File: src/hw/rtl/ssset_pkg.sv
// ssset_pkg: shared codes and control types for the sorted score set
// depends on nothing
`timescale 1ns / 1ps

package ssset_pkg;

	typedef enum logic [1:0] {
		CMD_ADD      = 2'd0,
		CMD_REMOVE   = 2'd1,
		CMD_CONTAINS = 2'd2,
		CMD_RANGE    = 2'd3
	} cmd_t;

	localparam logic [2:0] ST_OK    = 3'd0;
	localparam logic [2:0] ST_MISS  = 3'd1;
	localparam logic [2:0] ST_FULL  = 3'd2;
	localparam logic [2:0] ST_ITEM  = 3'd3;
	localparam logic [2:0] ST_EMPTY = 3'd4;

	typedef struct packed {
		logic load;
		logic eval;
		logic exec;
		logic rot;
	} dp_cmd_t;

	typedef struct packed {
		cmd_t cmd;
	} dp_stat_t;

endpackage

File: src/hw/rtl/ssset_ctrl.sv
// ssset_ctrl: command sequencer for the sorted score set
// depends on ssset_pkg
`timescale 1ns / 1ps

module ssset_ctrl #(
	parameter int CAPACITY = 64
) (
	input  logic               clk,
	input  logic               arst_n,
	input  logic               start,
	output logic               busy,
	input  ssset_pkg::dp_stat_t stat,
	output ssset_pkg::dp_cmd_t  dcmd
);
	import ssset_pkg::*;

	localparam int IW = (CAPACITY > 1) ? $clog2(CAPACITY) : 1;
	localparam logic [IW-1:0] LAST_STEP = IW'(CAPACITY - 1);

	typedef enum logic [1:0] {
		S_IDLE,
		S_EVAL,
		S_EXEC,
		S_SCAN
	} state_t;

	state_t        state_q;
	logic [IW-1:0] step_q;

	always_ff @(posedge clk or negedge arst_n) begin
		if (!arst_n) begin
			state_q <= S_IDLE;
			step_q  <= '0;
		end else begin
			case (state_q)
				S_IDLE: begin
					if (start) state_q <= S_EVAL;
				end
				S_EVAL: state_q <= S_EXEC;
				S_EXEC: begin
					step_q <= '0;
					if (stat.cmd == CMD_RANGE) state_q <= S_SCAN;
					else state_q <= S_IDLE;
				end
				S_SCAN: begin
					step_q <= step_q + 1'b1;
					if (step_q == LAST_STEP) state_q <= S_IDLE;
				end
				default: state_q <= S_IDLE;
			endcase
		end
	end

	assign busy      = (state_q != S_IDLE);
	assign dcmd.load = (state_q == S_IDLE) && start;
	assign dcmd.eval = (state_q == S_EVAL);
	assign dcmd.exec = (state_q == S_EXEC);
	assign dcmd.rot  = (state_q == S_SCAN);

	a_scan_range: assert property (@(posedge clk) disable iff (!arst_n)
		(state_q == S_SCAN) |-> (stat.cmd == CMD_RANGE))
		else $error("scan without range command");
	a_exec_after_eval: assert property (@(posedge clk) disable iff (!arst_n)
		dcmd.eval |=> dcmd.exec)
		else $error("eval not followed by exec");
	a_no_load_busy: assert property (@(posedge clk) disable iff (!arst_n)
		busy |-> !dcmd.load)
		else $error("load while busy");
endmodule

File: config.mk
export PLATFORM = sky130hd
export DESIGN_NAME = ssset_ctrl
export DESIGN_NICKNAME = d
export VERILOG_FILES = /design/src/hw/rtl/ssset_pkg.sv /design/src/hw/rtl/ssset_ctrl.sv
export SDC_FILE = /design/constraint.sdc
export NUM_CORES = 1
export LEC_CHECK = 0
export BUFFER_PORTS_ARGS = -buffer_cell sky130_fd_sc_hd__clkbuf_2
export CORE_AREA = 4 4 41 43
export CTS_CLUSTER_DIAMETER = 60
export DETAILED_ROUTE_END_ITERATION = 16
export DIE_AREA = 0 0 45 47
export HOLD_SLACK_MARGIN = 0.1
export SETUP_SLACK_MARGIN = 0.4
export SYNTH_ARGS = -nofsm -noshare
export SYNTH_HDL_FRONTEND = slang
export SYNTH_SLANG_ARGS = --single-unit
File: constraint.sdc
create_clock -name clk -period 1.4 [get_ports clk]
set_input_delay 0.28 -clock clk [delete_from_list [all_inputs] [get_ports clk]]
set_output_delay 0.28 -clock clk [all_outputs]
set_load 0.1 [all_outputs]
==> results.py, run 1 <==
metrics = {
    "clocking": {
        "cts_tree": "yes",
        "cts.root.buffer_cell": "clkbuf_4",
        "cts_sinks": 8,
        "cts_buffers": 3,
        "clk_pin_slew_ns": 0.06,
        "clockBufferDepth": 2,
        "clock_latency_ns": 0.25,
        "cts_max_level": 1,
    },
    "floorplanning": {
        "start_util_pct": 32.1,
        "rows": 13,
        "die_h_um": 47,
        "core_sq_um": 1300,
        "die_area_sq_um": 2120,
        "die-width_um": 45,
        "io_pins": 10,
    },
    "layout": {
        "n_fill_cell": 112,
        "fin_nets": 77,
        "final_cell_mix": "9 x buf_6, 5 x nand3_2, 5 x buf_12",
        "multiInputGateArea_sq_um": 282,
        "drive_above_1_share_pct": 68.1,
        "area_growth_pct": 93.4,
        "seqCellArea_sq_um": 205,
        "n_antenna_cell": 0,
        "final_core_util_pct": 62.1,
        "layout_commonest_cell": "buf_6",
    },
    "global_routing": {
        "grt_pass1_wl_um": 1920,
        "grt_pass1_vias": 443,
        "antenna_found_initial": 0,
        "grt_start_max_net_pins": 9,
        "grt_usage_pct": 12.8,
        "gr-total-overflow": 0,
    },
    "route": {
        "via_count": 477,
        "drt-total-wl_um": 1310,
        "vias_per_cell": 5.68,
        "routedWlPerCell_um": 15.6,
        "drtAntennaViolNets": 0,
        "first_iter_violations": 14,
        "drtPass1Iterations": 4,
        "drcViolationCount": 0,
    },
    "timing": {
        "grt_setup_unrepaired": "yes",
        "period_share_pct": 113,
        "max_slew.worst_pin.slew_ns": 0.268,
        "finalSetupViolations": 5,
        "maxSlewViolCount": 0,
        "period_minus_slack_ns": 1.58,
        "fmaxAchievable_ghz": 0.631,
        "skew_ns": 0.00819,
        "setup_tns_ns": -0.444,
        "finalHoldViolations": 0,
        "max_slew_margin_pct": 82.1,
        "final.setup.worst_slack_ns": -0.185,
    },
    "critical_path": {
        "slowest_delay_ns": 0.44,
        "worstSetupPathType": "flip-flop to output port",
        "worst_setup_path_end_kind": "output port",
        "cp.required_ns": 1.12,
        "crit_arrival_ns": 1.30,
        "startpoint_type": "flip-flop",
        "critical_path.max_fanout": 5,
        "critPathSlowestCell": "dfrtp_2",
        "crit_chain": "or2_4 > nor2_4 > buf_12",
        "reg2reg_slack_ns": 0.11,
    },
    "place": {
        "port_buffers": 9,
        "hpwl_um": 758,
        "gp_congestion": 0.753,
    },
    "logic_synthesis": {
        "netlist_area_sq_um": 418,
        "netlist_top_cells_area": "dfrtp_1 48%, nand3_1 8.4%, o311ai_1 4.2%",
        "synth_cell_type_count": 19,
        "postSynthAreaPerCell_sq_um": 9.29,
        "yosysWarnings": 0,
        "syn_nets": 51,
        "yosysTopAreaCellShare_pct": 47.9,
        "synth_cells": 45,
        "synth_area_leader_cell": "dfrtp_1",
        "synth_seq_area_share_pct": 47.9,
        "synth-seq-cells": 8,
    },
    "worst_hold_path": {
        "worstHoldPathType": "primary input to flip-flop",
    },
    "pwr": {
        "power_mw": 2.10,
        "power_density_nw_per_um2": 2600,
        "vdd_drop_max_v": 0.00213,
        "p_leak_nw": 0.332,
    },
    "outcome": {
        "violations": "negative setup slack",
        "status": "finished, violations left",
    },
    "run": {
        "cap_viol_max_count": 0,
    },
}
-- through the flow --
step	setup slack, ns	hold slack, ns	cells	area, sq um
final	-0.185	0.260	84	808
after global routing	-0.209	0.278	84	808
after CTS	-0.136	0.265	82	746
after detailed placement	0.0902	0.141	71	603
after global placement	0.107	0.138	71	603
after floorplan	-0.279	-0.0156	45	450
-- state kept, by name (all words and copies together), names as in the netlist --
name and flops:
step_q 6, state_q 2
-- area by class of cell --
class | count | area share (%)
Clock buffer | 3 | 2.79
Tap cell | 15 | 2.32
Sequential cell | 8 | 25.4
Multi-Input combinational cell | 31 | 34.8
Timing Repair Buffer | 23 | 32.4
Inverter | 4 | 2.32
-- critical path: cells and delay by family, from the launching register on --
kind                   cells  cell delay (ns)
buffers and inverters      1             0.18
AND/OR/NAND/NOR            2             0.42
flip-flops                 1             0.44
-- cells by family (layout without fill, tap and decap cells) --
kind of cell               count (synthesis)  after routing  share of synthesized area [%]
AOI/OAI and AO/OA                         10             10                           16.8
adders and majority gates                  1              1                           2.99
buffers and inverters                      6             30                           5.99
DFF                                        8              8                           47.9
muxes                                      1              1                           2.40
and+or+nand+nor                           19             19                           24.0
-- final timing paths --
check / startpoint / to / cells after the start
max in group asynchronous: arst_n / step_q[1]$_DFFE_PN0P_ / 2
setup / recovery: state_q[0]$_DFFE_PN0P_ / dcmd[3] / 3
min in group asynchronous: arst_n / state_q[1]$_DFFE_PN0P_ / 2
hold / removal: stat[1] / state_q[1]$_DFFE_PN0P_ / 3
setup reg to reg: state_q[1]$_DFFE_PN0P_ / step_q[5]$_DFFE_PN0P_ / 5
hold reg to reg: step_q[2]$_DFFE_PN0P_ / step_q[2]$_DFFE_PN0P_ / 1
-- where the power goes --
part           leakage, nW  switching (mW)  internal, mW  total, mW
combinational        0.217           0.835         0.691       1.53
clock               0.0138          0.0812        0.0983      0.180
sequential           0.101          0.0984         0.296      0.394
-- metal layers --
metal | track usage [%] | vias to the layer above | part of all wire (%)
met5 | 0 | - | 0
met4 | 6.43 | 0 | 0.69
met3 | 3.83 | 2 | 7.0
met2 | 21.2 | 27 | 53
met1 | 15.1 | 238 | 40
li1 | - | 210 | -
-- timing repair --
| item | 4_1_cts | 5_1_grt |
|---|---|---|
| hold endpoints to repair | 8 | 0 |
| resized for setup | 12 | 15 |
| endpoints found under the setup margin | 12 | 12 |
| hold buffers | 1 | 0 |
| pin swaps | 5 | 4 |
| buffers inserted | 7 | 2 |
| cloned | 0 | 0 |
-- cells in the mapped netlist, drive strengths merged --
cell and number:
nand3 8, nor2 2, nand2 4, a22o 2
o32ai 1, nor2b 2, or2 1, o21ai 3
dfrtp 8, buf 2, o311ai 2, nand3b 1
or3 1, mux2i 1, inv 4, ha 1
a21oi 2
Power figures use the tool's default switching activity.
==> run 2, diff against run 1 <==
--- a/config.mk
+++ b/config.mk
@@ -11,7 +11,7 @@
 export DETAILED_ROUTE_END_ITERATION = 16
 export DIE_AREA = 0 0 45 47
 export HOLD_SLACK_MARGIN = 0.1
-export SETUP_SLACK_MARGIN = 0.4
+export SETUP_SLACK_MARGIN = 0.5
 export SYNTH_ARGS = -nofsm -noshare
 export SYNTH_HDL_FRONTEND = slang
 export SYNTH_SLANG_ARGS = --single-unit
==> run 2 against run 1 <==
The run still ends with negative setup slack left. First-iteration DRC count decreased by 36%. Utilization decreased by 2.5 points. Sequential share of layout area increased by 0.58 points. Sequential power decreased by 4%. Worst setup slack improved by 0.064 ns. Wire length decreased by 0.54%. Clock skew increased by 0.00075 ns. Cell area decreased by 4.0%. Maximum frequency increased by 4.2%. Largest power group unchanged. Highest routed layer unchanged.
==> results.py, run 2 (synthesis results as in run 1) <==
metrics = {
    "layout": {
        "largest_reg_flops": 6,
        "fin_cells": 80,
        "area_growth_pct": 85.6,
        "fin_nets": 73,
        "drive_above_1_share_pct": 61.5,
        "final_core_util_pct": 59.6,
        "largest-register": "step_q",
        "final_cell_mix": "7 x dfrtp_1, 6 x buf_12, 6 x buf_4",
        "n_antenna_cell": 0,
        "layout_commonest_cell": "dfrtp_1",
        "largestRegisters": "step_q (6), state_q (2)",
    },
    "pwr": {
        "p_leak_nw": 0.315,
        "power_density_nw_per_um2": 2620,
        "power_mw": 2.03,
        "vdd_drop_max_v": 0.00142,
    },
    "clocking": {
        "clock_latency_ns": 0.25,
        "cts.root.buffer_cell": "clkbuf_4",
        "clk_pin_slew_ns": 0.05,
        "clockBufferDepth": 2,
        "cts_buffers": 3,
        "cts_max_level": 1,
        "cts_sinks": 8,
        "cts_tree": "yes",
    },
    "timing": {
        "grt_setup_unrepaired": "yes",
        "maxSlewViolCount": 0,
        "max_slew_margin_pct": 81.3,
        "skew_ns": 0.00894,
        "max_slew.worst_pin.slew_ns": 0.281,
        "final.setup.worst_slack_ns": -0.121,
        "fmaxAchievable_ghz": 0.658,
        "finalHoldViolations": 0,
        "period_minus_slack_ns": 1.52,
        "setup_tns_ns": -0.433,
        "period_share_pct": 109,
        "hold_ws_ns": 0.292,
        "finalSetupViolations": 6,
    },
    "critical_path": {
        "r2r-start": "state_q[1]$_DFFE_PN0P_",
        "worstSetupPathType": "flip-flop to output port",
        "r2r_end": "step_q[5]$_DFFE_PN0P_",
        "worst_setup_path_end_kind": "output port",
        "crit_arrival_ns": 1.24,
        "cp.required_ns": 1.12,
        "reg2reg_slack_ns": 0,
        "rr_worst_depth": 6,
        "critical_path.max_fanout": 4,
        "startpoint_type": "flip-flop",
    },
    "run": {
        "cap_viol_max_count": 0,
    },
    "global_routing": {
        "grt_pass1_vias": 421,
        "grt_start_max_net_pins": 9,
        "grt_usage_pct": 12.9,
        "gr-total-overflow": 0,
        "grt_pass1_wl_um": 1840,
        "antenna_found_initial": 0,
    },
    "route": {
        "drt-total-wl_um": 1300,
        "vias_per_cell": 5.36,
        "drtPass1Iterations": 4,
        "via_count": 429,
        "drtAntennaViolNets": 0,
        "drcViolationCount": 0,
        "routedWlPerCell_um": 16.3,
        "first_iter_violations": 9,
    },
    "outcome": {
        "status": "finished, violations left",
        "violations": "negative setup slack",
    },
    "worst_hold_path": {
        "min_from": "stat[1]",
        "min_delay_path_depth": 3,
        "worstHoldPathType": "primary input to flip-flop",
        "whs_endpoint": "state_q[1]$_DFFE_PN0P_",
    },
    "floorplanning": {
        "die_h_um": 47,
        "core_sq_um": 1300,
        "die-width_um": 45,
        "io_pins": 10,
        "start_util_pct": 32.1,
        "rows": 13,
        "die_area_sq_um": 2120,
    },
    "place": {
        "port_buffers": 9,
        "place_inst": 70,
        "gp_congestion": 0.800,
        "hpwl_um": 702,
    },
}
==> run 2: critical path: stages (launching register included) <==
cell and delay, ns:
dfrtp_1 0.41, or2_4 0.29, nor2_4 0.11, buf_12 0.18
==> run 2: through the flow <==
step,instance area [sq um],setup WS (ns)
after floorplan,450,-0.279
after global placement,596,0.112
after CTS,697,-0.110
after global routing,776,-0.169
final,776,-0.121
after detailed placement,596,0.0937
==> run 2: repair_timing <==
| item | 4_1_cts | 5_1_grt |
|---|---|---|
| cloned | 0 | 0 |
| hold buffers | 1 | 0 |
| setup buffers | 3 | 3 |
| hold endpoints to repair | 8 | 0 |
| resized for setup | 8 | 11 |
| setup endpoints to repair | 12 | 13 |
| pin swaps | 6 | 3 |
==> run 2: layer usage <==
layer  GRT usage (%)  vias to the layer above  routed length [um]  share of wire [%]
met1            13.4                      208                 467                 36
li1                -                      201                   -                  -
met5               0                        -                   0                  0
met3            7.28                        4                  68                5.2
met2            22.6                       16                 726                 56
met4            2.92                        0                  38                2.9
==> run 2: where the power goes <==
group	total, mW	switching [mW]	internal [mW]
logic	1.48	0.843	0.641
registers	0.377	0.0861	0.291
clock network	0.172	0.0738	0.0978
==> run 2: cell type report <==
cell class                 count  area [sq um]
timing repair buffer          19           218
sequential                     8           201
multi-input combinational     31           292
clock buffer                   3          22.5
fill                         108           526
tap                           15          18.8
inverter                       4          23.8
==> run 2: worst max path at each step <==
stage	from	end	slack, ns
3_5_place_dp	state_q[0]$_DFFE_PN0P_	dcmd[3]	0.09
2_1_floorplan	state_q[0]$_DFFE_PN0P_	dcmd[3]	-0.28
5_1_grt	state_q[1]$_DFFE_PN0P_	dcmd[3]	-0.17
6_report	state_q[1]$_DFFE_PN0P_	dcmd[3]	-0.12
4_1_cts	state_q[0]$_DFFE_PN0P_	dcmd[3]	-0.11
3_3_place_gp	state_q[0]$_DFFE_PN0P_	dcmd[3]	0.11
